`src/rtl/etmc_pkg.sv`:
```
`default_nettype none
package etmc_pkg;

    localparam int FRAC_BITS          = 16;
    localparam int MAX_PREDICT_FRAMES = 4096;
    localparam int CNT_W              = 16;
    localparam logic [CNT_W-1:0] SETTLE_FRAMES = 16'd60;
    localparam logic [CNT_W-1:0] CHIME_FRAMES  = 16'd30;
    localparam logic [CNT_W-1:0] PREDICT_LIMIT = CNT_W'(MAX_PREDICT_FRAMES);

    typedef enum logic [1:0] {
        MODE_REST = 2'd0,
        MODE_MOVE = 2'd1,
        MODE_STOP = 2'd2
    } run_mode_t;

    typedef enum logic [1:0] {
        ACT_TICK  = 2'd0,
        ACT_QUERY = 2'd1,
        ACT_UP    = 2'd2,
        ACT_DOWN  = 2'd3
    } action_t;

    typedef enum logic [2:0] {
        REG_FLOOR_COUNT  = 3'd0,
        REG_START_FLOOR  = 3'd1,
        REG_START_HEIGHT = 3'd2,
        REG_TOP_SPEED    = 3'd3,
        REG_ACCEL_STEP   = 3'd4,
        REG_RAMP_LIMIT   = 3'd5
    } reg_index_t;

    typedef enum logic [1:0] {
        SEQ_IDLE    = 2'd0,
        SEQ_PREDICT = 2'd1,
        SEQ_OUT     = 2'd2
    } seq_state_t;

    // Saturate a 34-bit signed sum to the signed 32-bit range.
    function automatic logic signed [31:0] sat32(input logic signed [33:0] v);
        logic signed [31:0] r;
        if (v > 34'sd2147483647)
            r = 32'sh7fffffff;
        else if (v < -34'sd2147483648)
            r = 32'sh80000000;
        else
            r = v[31:0];
        return r;
    endfunction

    function automatic logic [32:0] mag(input logic signed [31:0] v);
        logic signed [32:0] w;
        w = {v[31], v};
        return v[31] ? 33'(-w) : 33'(w);
    endfunction

endpackage
`default_nettype wire

```
`src/rtl/elevator_trapezoid_motion_controller.sv`:
```
`default_nettype none
// Channel  | Direction | Handshake          | Payload
// ---------+-----------+--------------------+--------------------------------------
// input    | in        | in_valid/in_ready  | action, target_height
// result   | out       | out_valid/out_ready| car_height .. area_enabled (10 fields)
// config   | in        | cfg_we             | cfg_index, cfg_data
//
// A tick, a query or a refused request is accepted and evaluated in SEQ_IDLE,
// and its result beat is then presented in SEQ_OUT. An accepted move request
// first runs the arrival prediction on the shared profile step unit in
// SEQ_PREDICT, one predicted frame per cycle, until arrival or until the
// prediction counter reaches MAX_PREDICT_FRAMES.
// Reset is asynchronous and active low; no clearing pass is needed.
// The block takes one item at a time: in_ready is low while an item is being
// worked on or its result beat waits for out_ready.
module elevator_trapezoid_motion_controller (
    input  wire                 clk,
    input  wire                 rst_n,
    input  wire                 in_valid,
    output logic                in_ready,
    input  wire  [1:0]          action,
    input  wire  signed [31:0]  target_height,
    output logic                out_valid,
    input  wire                 out_ready,
    output logic signed [31:0]  car_height,
    output logic [7:0]          floor_index,
    output logic [1:0]          mode,
    output logic                can_go_up,
    output logic                can_go_down,
    output logic                cue_start,
    output logic                cue_refused,
    output logic                cue_chime,
    output logic                cue_arrived,
    output logic                area_enabled,
    input  wire                 cfg_we,
    input  wire  [2:0]          cfg_index,
    input  wire  [31:0]         cfg_data
);
    import etmc_pkg::*;

    // Configuration registers. The start floor and start height act only
    // through the car state that a write to them loads.
    logic [7:0]         floor_count_reg;
    logic [24:0]        top_speed_reg;
    logic [24:0]        accel_step_reg;
    logic [30:0]        ramp_limit_reg;

    // Architectural state.
    run_mode_t          run_mode_reg, run_mode_next;
    logic [7:0]         cur_floor_reg, cur_floor_next;
    logic [7:0]         pend_floor_reg, pend_floor_next;
    logic signed [31:0] height_reg, height_next;
    logic signed [31:0] goal_reg, goal_next;
    logic signed [31:0] vel_reg, vel_next;
    logic signed [31:0] done_reg, done_next;
    logic signed [31:0] left_reg, left_next;
    logic signed [31:0] ramp_reg, ramp_next;
    logic signed [31:0] step_reg, step_next;
    logic [CNT_W-1:0]   elapsed_reg, elapsed_next;
    logic [CNT_W-1:0]   predicted_reg, predicted_next;
    logic               area_reg, area_next;

    // Prediction working registers, fed through the shared step unit.
    logic signed [31:0] p_done_reg, p_done_next;
    logic signed [31:0] p_left_reg, p_left_next;
    logic signed [31:0] p_vel_reg, p_vel_next;
    logic [CNT_W-1:0]   p_cnt_reg, p_cnt_next;

    seq_state_t         state_reg, state_next;

    // Output register.
    logic               up_reg, up_next, dn_reg, dn_next;
    logic               cs_reg, cs_next, cr_reg, cr_next;
    logic               ch_reg, ch_next, ca_reg, ca_next;

    // Shared profile step unit: one frame of the trapezoid.
    logic signed [31:0] u_v, u_done, u_left, u_nv, u_ndone, u_nleft;
    logic               u_arr;
    logic signed [31:0] top_pos;

    always_comb
    begin
        top_pos = 32'(signed'({1'b0, top_speed_reg}));
        if (mag(ramp_reg) <= mag(u_done)) begin
            if (mag(ramp_reg) <= mag(u_left))
                u_nv = (u_left <= 32'sd0) ? -top_pos : top_pos;
            else
                u_nv = sat32(34'(u_v) - 34'(step_reg));
        end else begin
            u_nv = sat32(34'(u_v) + 34'(step_reg));
        end
        u_ndone = sat32(34'(u_done) + 34'(u_nv));
        u_nleft = sat32(34'(u_left) - 34'(u_nv));
        u_arr = (u_v < 0 && u_nv >= 0) || (u_v > 0 && u_nv <= 0)
                || (mag(u_nleft) < mag(u_nv));
    end

    // The unit sees the prediction registers while predicting, else the car.
    always_comb
    begin
        if (state_reg == SEQ_PREDICT) begin
            u_v = p_vel_reg; u_done = p_done_reg; u_left = p_left_reg;
        end else begin
            u_v = vel_reg; u_done = done_reg; u_left = left_reg;
        end
    end

    // Start-of-move planning.
    logic signed [31:0] dist_sat, half, ramp_pos;
    logic [32:0]        twice_limit;
    logic signed [15:0] remaining;
    always_comb
    begin
        dist_sat = sat32(34'(target_height) - 34'(height_reg));
        half = dist_sat / 32'sd2;
        twice_limit = {1'b0, ramp_limit_reg, 1'b0};
        ramp_pos = (mag(dist_sat) <= twice_limit) ? half
                   : 32'(signed'({1'b0, ramp_limit_reg}));
        remaining = signed'(predicted_reg) - signed'(elapsed_reg);
    end

    always_comb
    begin
        state_next = state_reg;
        run_mode_next = run_mode_reg;
        cur_floor_next = cur_floor_reg;
        pend_floor_next = pend_floor_reg;
        height_next = height_reg;
        goal_next = goal_reg;
        vel_next = vel_reg;
        done_next = done_reg;
        left_next = left_reg;
        ramp_next = ramp_reg;
        step_next = step_reg;
        elapsed_next = elapsed_reg;
        predicted_next = predicted_reg;
        area_next = area_reg;
        p_done_next = p_done_reg;
        p_left_next = p_left_reg;
        p_vel_next = p_vel_reg;
        p_cnt_next = p_cnt_reg;
        up_next = up_reg; dn_next = dn_reg; cs_next = cs_reg;
        cr_next = cr_reg; ch_next = ch_reg; ca_next = ca_reg;
        in_ready = 1'b0;
        out_valid = 1'b0;

        case (state_reg)
            SEQ_IDLE:
            begin
                in_ready = 1'b1;
                if (in_valid) begin
                    up_next = 1'b0; dn_next = 1'b0; cs_next = 1'b0;
                    cr_next = 1'b0; ch_next = 1'b0; ca_next = 1'b0;
                    state_next = SEQ_OUT;
                    if (action == ACT_TICK) begin
                        if (run_mode_reg == MODE_STOP) begin
                            if (elapsed_reg > SETTLE_FRAMES)
                                run_mode_next = MODE_REST;
                        end else if (run_mode_reg == MODE_MOVE) begin
                            vel_next = u_nv;
                            height_next = sat32(34'(height_reg) + 34'(u_nv));
                            done_next = u_ndone;
                            left_next = u_nleft;
                            ch_next = (remaining == 16'(CHIME_FRAMES));
                            if (u_arr) begin
                                height_next = goal_reg;
                                run_mode_next = MODE_STOP;
                                cur_floor_next = pend_floor_reg;
                                area_next = 1'b1;
                                ca_next = 1'b1;
                            end
                        end
                        if (run_mode_reg == MODE_MOVE && u_arr)
                            elapsed_next = CNT_W'(1);
                        else if (elapsed_reg != '1)
                            elapsed_next = elapsed_reg + CNT_W'(1);
                    end else if (run_mode_reg == MODE_REST) begin
                        if (action == ACT_QUERY) begin
                            up_next = ({1'b0, cur_floor_reg} + 9'd1)
                                      < {1'b0, floor_count_reg};
                            dn_next = (cur_floor_reg != 8'd0);
                        end else if ((action == ACT_UP &&
                                      ({1'b0, cur_floor_reg} + 9'd1)
                                      < {1'b0, floor_count_reg}) ||
                                     (action == ACT_DOWN && cur_floor_reg != 8'd0 &&
                                      (cur_floor_reg - 8'd1) < floor_count_reg)) begin
                            pend_floor_next = (action == ACT_UP) ?
                                              cur_floor_reg + 8'd1 : cur_floor_reg - 8'd1;
                            goal_next = target_height;
                            done_next = 32'sd0;
                            left_next = dist_sat;
                            vel_next = 32'sd0;
                            if (dist_sat < 0) begin
                                step_next = -32'(signed'({1'b0, accel_step_reg}));
                                ramp_next = sat32(-34'(ramp_pos));
                            end else begin
                                step_next = 32'(signed'({1'b0, accel_step_reg}));
                                ramp_next = ramp_pos;
                            end
                            run_mode_next = MODE_MOVE;
                            elapsed_next = '0;
                            area_next = 1'b0;
                            cs_next = 1'b1;
                            p_done_next = 32'sd0;
                            p_left_next = dist_sat;
                            p_vel_next = 32'sd0;
                            p_cnt_next = '0;
                            state_next = SEQ_PREDICT;
                        end else begin
                            cr_next = 1'b1;
                        end
                    end
                end
            end
            SEQ_PREDICT:
            begin
                // One predicted frame per cycle on the shared unit.
                if (p_cnt_reg >= PREDICT_LIMIT) begin
                    predicted_next = p_cnt_reg;
                    state_next = SEQ_OUT;
                end else begin
                    p_done_next = u_ndone;
                    p_left_next = u_nleft;
                    if (u_arr) begin
                        predicted_next = p_cnt_reg;
                        state_next = SEQ_OUT;
                    end else begin
                        p_cnt_next = p_cnt_reg + CNT_W'(1);
                        p_vel_next = u_nv;
                    end
                end
            end
            SEQ_OUT:
            begin
                out_valid = 1'b1;
                if (out_ready)
                    state_next = SEQ_IDLE;
            end
            default:
            begin
                state_next = SEQ_IDLE;
            end
        endcase

        // The user must make configuration writes only while idle; not enforced.
        if (cfg_we) begin
            case (cfg_index)
                REG_START_FLOOR:
                begin
                    cur_floor_next = cfg_data[7:0];
                    pend_floor_next = cfg_data[7:0];
                end
                REG_START_HEIGHT: height_next = signed'(cfg_data);
                default: ;
            endcase
        end
    end

    always_ff @(posedge clk or negedge rst_n)
    begin
        if (!rst_n) begin
            floor_count_reg  <= 8'd4;
            top_speed_reg    <= 25'd65536;
            accel_step_reg   <= 25'd6554;
            ramp_limit_reg   <= 31'd327680;
        end else if (cfg_we) begin
            case (cfg_index)
                REG_FLOOR_COUNT:  floor_count_reg  <= cfg_data[7:0];
                REG_TOP_SPEED:    top_speed_reg    <= cfg_data[24:0];
                REG_ACCEL_STEP:   accel_step_reg   <= cfg_data[24:0];
                REG_RAMP_LIMIT:   ramp_limit_reg   <= cfg_data[30:0];
                default: ;
            endcase
        end
    end

    always_ff @(posedge clk or negedge rst_n)
    begin
        if (!rst_n) begin
            state_reg      <= SEQ_IDLE;
            run_mode_reg   <= MODE_REST;
            cur_floor_reg  <= 8'd0;
            pend_floor_reg <= 8'd0;
            height_reg     <= 32'sd0;
            goal_reg       <= 32'sd0;
            vel_reg        <= 32'sd0;
            done_reg       <= 32'sd0;
            left_reg       <= 32'sd0;
            ramp_reg       <= 32'sd0;
            step_reg       <= 32'sd0;
            elapsed_reg    <= '0;
            predicted_reg  <= '0;
            area_reg       <= 1'b1;
            p_cnt_reg      <= '0;
            up_reg <= 1'b0; dn_reg <= 1'b0; cs_reg <= 1'b0;
            cr_reg <= 1'b0; ch_reg <= 1'b0; ca_reg <= 1'b0;
        end else begin
            state_reg      <= state_next;
            run_mode_reg   <= run_mode_next;
            cur_floor_reg  <= cur_floor_next;
            pend_floor_reg <= pend_floor_next;
            height_reg     <= height_next;
            goal_reg       <= goal_next;
            vel_reg        <= vel_next;
            done_reg       <= done_next;
            left_reg       <= left_next;
            ramp_reg       <= ramp_next;
            step_reg       <= step_next;
            elapsed_reg    <= elapsed_next;
            predicted_reg  <= predicted_next;
            area_reg       <= area_next;
            p_cnt_reg      <= p_cnt_next;
            up_reg <= up_next; dn_reg <= dn_next; cs_reg <= cs_next;
            cr_reg <= cr_next; ch_reg <= ch_next; ca_reg <= ca_next;
        end
    end

    always_ff @(posedge clk)
    begin
        p_done_reg <= p_done_next;
        p_left_reg <= p_left_next;
        p_vel_reg  <= p_vel_next;
    end

    assign car_height   = height_reg;
    assign floor_index  = cur_floor_reg;
    assign mode         = run_mode_reg;
    assign can_go_up    = up_reg;
    assign can_go_down  = dn_reg;
    assign cue_start    = cs_reg;
    assign cue_refused  = cr_reg;
    assign cue_chime    = ch_reg;
    assign cue_arrived  = ca_reg;
    assign area_enabled = area_reg;

    // A beat never carries two opposing cues.
    assert property (@(posedge clk) disable iff (!rst_n)
        out_valid |-> !(cue_start && cue_refused))
        else $error("start and refusal cues together");

    // An arrival always leaves the car settling with the area on.
    assert property (@(posedge clk) disable iff (!rst_n)
        (out_valid && cue_arrived) |-> (mode == MODE_STOP && area_enabled))
        else $error("arrival without settling");

    // The prediction counter never runs past its bound.
    assert property (@(posedge clk) disable iff (!rst_n)
        p_cnt_reg <= PREDICT_LIMIT)
        else $error("prediction counter overran");

    // An accepted start leaves the car moving with the area off.
    assert property (@(posedge clk) disable iff (!rst_n)
        (out_valid && cue_start) |-> (mode == MODE_MOVE && !area_enabled))
        else $error("start cue without motion");

endmodule
`default_nettype wire
```
`config.mk`:
```
export PLATFORM = sky130hd
export DESIGN_NAME = elevator_trapezoid_motion_controller
export DESIGN_NICKNAME = d
export VERILOG_FILES = /design/src/rtl/etmc_pkg.sv /design/src/rtl/elevator_trapezoid_motion_controller.sv
export SDC_FILE = /design/constraint.sdc
export NUM_CORES = 2
export LEC_CHECK = 0
export BUFFER_PORTS_ARGS = -buffer_cell sky130_fd_sc_hd__buf_2
export CELL_PAD_IN_SITES_DETAIL_PLACEMENT = 0
export CELL_PAD_IN_SITES_GLOBAL_PLACEMENT = 1
export CORE_MARGIN = 2
export CORE_UTILIZATION = 25
export CTS_BUF_LIST = sky130_fd_sc_hd__clkbuf_8
export DETAILED_ROUTE_END_ITERATION = 7
export PLACE_DENSITY_LB_ADDON = 0.1
export SETUP_SLACK_MARGIN = 0.05
export SYNTH_ARGS = -nofsm -noshare
export SYNTH_HDL_FRONTEND = slang
export SYNTH_SLANG_ARGS = --single-unit
```
`constraint.sdc`:
```
create_clock -name clk -period 18.25 [get_ports clk]
set_input_delay 0 -clock clk [delete_from_list [all_inputs] [get_ports clk]]
set_output_delay 0 -clock clk [all_outputs]
set_load 0.005 [all_outputs]
```
==> Word-level counts from Yosys, hierarchy flattened <==
Index checks and enable logic that the tools add are counted.
{ "word_totals": {"output_inout_bits": 51, "reg_bits": 484, "elab_cells": 283, "inputBits": 74} }
{ "op_classes": {"reduce_logical": 32, "n_addsub": 22, "n_bitwise": 3, "mux": 139, "eq_ne": 31, "n_lt_le_gt_ge": 28} }
{ "op_table": {"columns": ["operator", "n"], "rows": [
  ["$mux 32", 54],
  ["$gt 33x32->1 const B", 6],
  ["$lt 33x32->1 const B", 6],
  ["$mux 33", 6],
  ["$neg 32->33", 6],
  ["$mux 16", 12],
  ["$pmux 32 s2", 3],
  ["$mux 8", 17],
  ["$add 32x32->33", 3],
  ["$sub 32x32->33", 3],
  ["$le 33x33->1", 2],
  ["$le 32x1->1 const B", 2],
  ["$lt 32x1->1 const B", 2],
  ["$neg 25->32", 2],
  ["$gt 34x32->1 const B", 1],
  ["$lt 34x32->1 const B", 1],
  ["$neg 32->34", 1],
  ["$le 33x32->1", 1],
  ["$lt 33x33->1", 1],
  ["$add 16x1->16 const B", 2],
  ["$add 32x1->32", 1],
  ["$ge 32x1->1 const B", 1],
  ["$gt 32x1->1 const B", 1],
  ["$pmux 16 s2", 1],
  ["35 further kinds", 120]
]} }

==> Depth between registers and ports, before layout <==
{ "depth": {"ltp_word": 24, "depth_mapped": 73, "depth_no_buf": 60} }

==> Worst setup path after synthesis <==
No wires, ideal clock.
{ "synth_path": {"path_kind": "reg-to-reg", "from": "reg state_reg[0]", "to": "reg p_vel_reg[0] (enable)", "t_arrival_ps": 14615, "path_stages_with_launch": 68, "setup_slack_ps": 3144, "cell_sequence": "dfrtp_1 > nor2b_1 > buf_2 > buf_1 > clkbuf_1 > clkbuf_1 > buf_1 > clkbuf_1 > buf_1 > mux2i_1 > nand4_1 > nor4_1 > inv_1 > nor2_1 > a21oi_1 > xnor2_1 > ha_1 > o21ai_0 > [32 not listed] > xor2_1 > ha_1 > a21o_1 > a21o_1 > a21o_1 > a21oi_1 > nor2b_1 > o21ai_0 > nand2b_1 > a21oi_1 > o2111a_1 > o2bb2ai_1 > a31oi_1 > a21boi_0 > buf_2 > o21ai_1 > buf_2 > nand2_1"} }
{ "synth_between": {"elab_chain_len": 18} }
{ "synth_lines": {"columns": ["item", "line", "rtl"], "rows": [
  ["from (decl)", "elevator_trapezoid_motion_controller.sv:69", "seq_state_t state_reg, state_next;"],
  ["from (signal assigned)", "elevator_trapezoid_motion_controller.sv:298", "state_reg <= state_next;"],
  ["$eq 2x1->1", "elevator_trapezoid_motion_controller.sv:101, elevator_trapezoid_motion_controller.sv:147", null],
  ["$mux 32", "elevator_trapezoid_motion_controller.sv:101", "if (state_reg == SEQ_PREDICT) begin"],
  ["$sub 32x32->33", "elevator_trapezoid_motion_controller.sv:88", "u_nv = sat32(34'(u_v) - 34'(step_reg));"],
  ["$lt 33x32->1", "etmc_pkg.sv:44", "else if (v < -34'sd2147483648)"],
  ["$mux 32", "etmc_pkg.sv:44", null],
  ["$mux 32", "etmc_pkg.sv:42", "if (v > 34'sd2147483647)"],
  ["$mux 32", "elevator_trapezoid_motion_controller.sv:85", "if (mag(ramp_reg) <= mag(u_left))"],
  ["$mux 32", "elevator_trapezoid_motion_controller.sv:84", "if (mag(ramp_reg) <= mag(u_done)) begin"],
  ["[2 not listed]", null, null],
  ["$mux 32", "etmc_pkg.sv:44", null],
  ["$mux 32", "etmc_pkg.sv:42", null],
  ["$neg 32->33", "etmc_pkg.sv:54", "return v[31] ? 33'(-w) : 33'(w);"],
  ["$mux 33", "etmc_pkg.sv:54", null],
  ["$lt 33x33->1", "elevator_trapezoid_motion_controller.sv:95", "|| (mag(u_nleft) < mag(u_nv));"],
  ["$logic_or 1x1->1", "elevator_trapezoid_motion_controller.sv:95", null],
  ["$ne 2x2->1 (no source line)", null, null],
  ["$reduce_and 8->1 (no source line) (*)", null, null],
  ["to (signal assigned)", "elevator_trapezoid_motion_controller.sv:322", "p_vel_reg <= p_vel_next;"],
  ["to (decl)", "elevator_trapezoid_motion_controller.sv:66", "logic signed [31:0] p_vel_reg, p_vel_next;"]
]} }
Every way passes the cells marked *; elsewhere a longest branch is shown, timed or not.
A chain may end at the register's enable or synchronous reset.

==> Worst setup path after layout <==
{ "layout_path": {"from": "reg state_reg[0]", "to": "reg height_reg[26] (netlist: car_height[26])"} }
{ "layout_between": {"elab_chain_len": 24} }
{ "layout_lines": {"columns": ["item", "line", "rtl"], "rows": [
  ["$eq 2x1->1", "elevator_trapezoid_motion_controller.sv:101", null],
  ["$mux 32", "elevator_trapezoid_motion_controller.sv:101", null],
  ["$sub 32x32->33", "elevator_trapezoid_motion_controller.sv:88", null],
  ["$lt 33x32->1", "etmc_pkg.sv:44", null],
  ["$mux 32", "etmc_pkg.sv:44", null],
  ["$mux 32", "etmc_pkg.sv:42", null],
  ["$mux 32", "elevator_trapezoid_motion_controller.sv:85", null],
  ["$mux 32", "elevator_trapezoid_motion_controller.sv:84", null],
  ["[9 not listed]", null, null],
  ["$mux 32", "elevator_trapezoid_motion_controller.sv:159", "end else if (run_mode_reg == MODE_MOVE) begin"],
  ["$mux 32", "elevator_trapezoid_motion_controller.sv:156", "if (run_mode_reg == MODE_STOP) begin"],
  ["$mux 32", "elevator_trapezoid_motion_controller.sv:155", "if (action == ACT_TICK) begin"],
  ["$mux 32", "elevator_trapezoid_motion_controller.sv:151", "if (in_valid) begin"],
  ["$mux 32 (*)", "elevator_trapezoid_motion_controller.sv:147", "case (state_reg)"],
  ["$mux 32", "elevator_trapezoid_motion_controller.sv:247", "case (cfg_index)"],
  ["$mux 32 (*)", "elevator_trapezoid_motion_controller.sv:246", "if (cfg_we) begin"],
  ["via height_next[26]", "elevator_trapezoid_motion_controller.sv:52", "logic signed [31:0] height_reg, height_next;"],
  ["to (signal assigned)", "elevator_trapezoid_motion_controller.sv:302", "height_reg <= height_next;"],
  ["to (decl)", "elevator_trapezoid_motion_controller.sv:52", null]
]} }
Mark *: on every way through the listed nets, which the timed path passes. The rest lies on a longest branch.

==> reports/results.tsv <==
metric	value	unit
core	183000	um2
cp.required	19060	ps
grt_max_degree	123	
layout-drive-gt1-share	11.1	%
htreeDepth	3	
rsz0062_at_grt	false	
startpoint_type	flop	
skew	95.3	ps
finalSetupViolations	0	
viasPerCell	5.32	
tightest_slew	1170	ps
nFillCells	20032	
rrSetupSlack	1350	ps
clk_latency	900	ps
hold_path_end	ramp_limit_reg[12]	
yosysTopAreaCell	dfrtp_1	
synth-simple-area-share	19.7	%
first_pass_iters	5	
ant_nets	0	
path_common_cell	nor2_1	
cp-end-kind	flop	
dieArea	188000	um2
layout_commonest_cell	nand2_1	
crit_type	flop to flop	
die_y	433	um
avgSynthCellArea	8.02	um2
clockBufferDepth	3	
cts_tree	yes	
cpPeakStageDelay	900	ps
synth_top_family_by_area	compound AO/OA/AOI/OAI gates	
clock_sinks	484	
finalMaxSlewViolations	0	
portBuffers	124	
synth_fa_ha_area_share	11.0	%
ys_seq_area_share	27.4	%
synth_xor_area_share	7.70	%
io_pins	125	
worstHoldStart	cfg_data[12]	
ys_types	119	
drv_cap	0	
overflow	0	
fmax	59.2	MHz
final_cell_mix	nand2_1, nor2_1, a21oi_1	
wl_per_cell	27.5	um
r2r_cells	62	
drcViolationCount	0	
syn_inst	5745	
hp-class	input port to flop	
worstPathMaxFanout	23	
gp_congestion	0.914	
cts_root_buf	clkbuf_8	
grt_pass1_vias	43715	
syn_area	46100	um2
whs	88.6	ps
min_period_over_period	92.6	%
post-route-min-period	16900	ps
relSlewSlack	20.1	%
numCtsBuffers	103	
ys.flop_type	dfrtp_1	
crit_arrival	17710	ps
synth_compound_area_share	23.9	%
synth-edff-count	96	
crit_slowest_cell	nor4bb_1	
routed_wirelength	234000	um
area_growth_syn_to_layout	16.2	%
fin_ws	1350	ps
grt_pass1_wl	332000	um
reg2reg_to	car_height[26]	
worst-path-buf-inv	9	
die_x	433	um
path_delay_family	compound AO/OA/AOI/OAI gates	
fin_tns_setup	0	ps
timing.final.hold_violations	0	
track_usage	24.4	%
pre_cts_ws	870	ps
num_vias	45326	
ys_async_sr_fraction	80.2	%
status	complete, no violations	
nets	6410	
start_util	25.2	%
yosysTopAreaCellShare	20.4	%
num_rows	157	
synth.area.mux_share	5.01	%
dp_hpwl	184000	um
drt_iter0_drc	3617	
ys_ff_latch	484	
yosysWarnings	0	
clkTransAtPathRegs	60	ps
antenna_found_initial	30	
hold_path_depth	3	
synth.area.top_cells	dfrtp_1, ha_1, edfxtp_1	
reg2reg_from	state_reg[0]	
logic make-up after synthesis:
family          Yosys count
compound gates         1708
xor+xnor                404
fa+ha+maj               407
buf+inv                 604
flops                   484
mux                     214
other cells               2
simple gates           1922
cell usage after synthesis, drive strengths merged (83+ instances only):
library cell / count
nor2: 490
a21o: 107
a21oi: 458
dfrtp: 376
a211oi: 86
nand3: 125
edfxtp: 96
inv: 307
buf: 83
mux2i: 106
o21ai: 467
nand2: 687
ha: 371
xnor2: 287
mux2: 108
clkbuf: 209
xor2: 117
nor3: 132
what timing repair did:
| item | 4_1_cts | 5_1_grt |
|---|---|---|
| hold buffers | 152 | 0 |
| gates resized for setup | 0 | 2 |
| endpoints found under the setup margin | 0 | 29 |
| hold endpoints to repair | 359 | 0 |
| setup buffers | 0 | 8 |
layer usage:
metal / track usage, % / share of wire [%] / up-vias
li1: - / - / 21238
met2: 40.2 / 47 / 1232
met5: 0 / 0.012 / -
met3: 2.54 / 4.2 / 254
met4: 7.27 / 3.1 / 4
met1: 33.5 / 46 / 22598
stage by stage:
step	cell area, um2	util [%]	instances
after floorplan	46100	-	5749
after global placement	49600	27.1	8158
after detailed placement	49600	27.1	8158
after CTS	53400	29.2	8505
after global routing	53500	29.2	8514
final	53500	29.2	8517
worst reg2reg max path: cells and delay by family (launching register included):
family                     cells  cell delay, ps
and+or+nand+nor               19            5490
AOI/OAI and AO/OA             26            6300
xor gates and xnor gates       3             640
muxes                          1             380
DFF                            1             490
buffers and inverters          9            2400
adders and majority gates      4            1220
area by class of cell:
class                           count  area, um2  area share (%)
Multi-Input combinational cell   4661      31200            58.4
Sequential cell                   484      12600            23.6
Timing Repair Buffer              397       3120            5.82
Tap cell                         2464       3080            5.76
Clock buffer                      131       1800            3.37
Inverter                          312       1170            2.19
Clock inverter                     64        469           0.877
Antenna cell                        4       10.0          0.0187
how the worst max path moves through the flow:
stage | startpoint | endpoint | slack, ps | cells past startpoint
floorplan | state_reg[0] | p_vel_reg[0] | 3140 | 67
global placement | state_reg[0] | predicted_reg[6] | 1110 | 61
detailed placement | state_reg[0] | predicted_reg[15] | 870 | 61
CTS | state_reg[0] | predicted_reg[15] | 810 | 61
global route | state_reg[0] | car_height[26] | 180 | 63
finish | state_reg[0] | car_height[26] | 1350 | 62
Power is not shown: default switching activity piles up to over one toggle a cycle in this logic, so the estimate is an artifact.
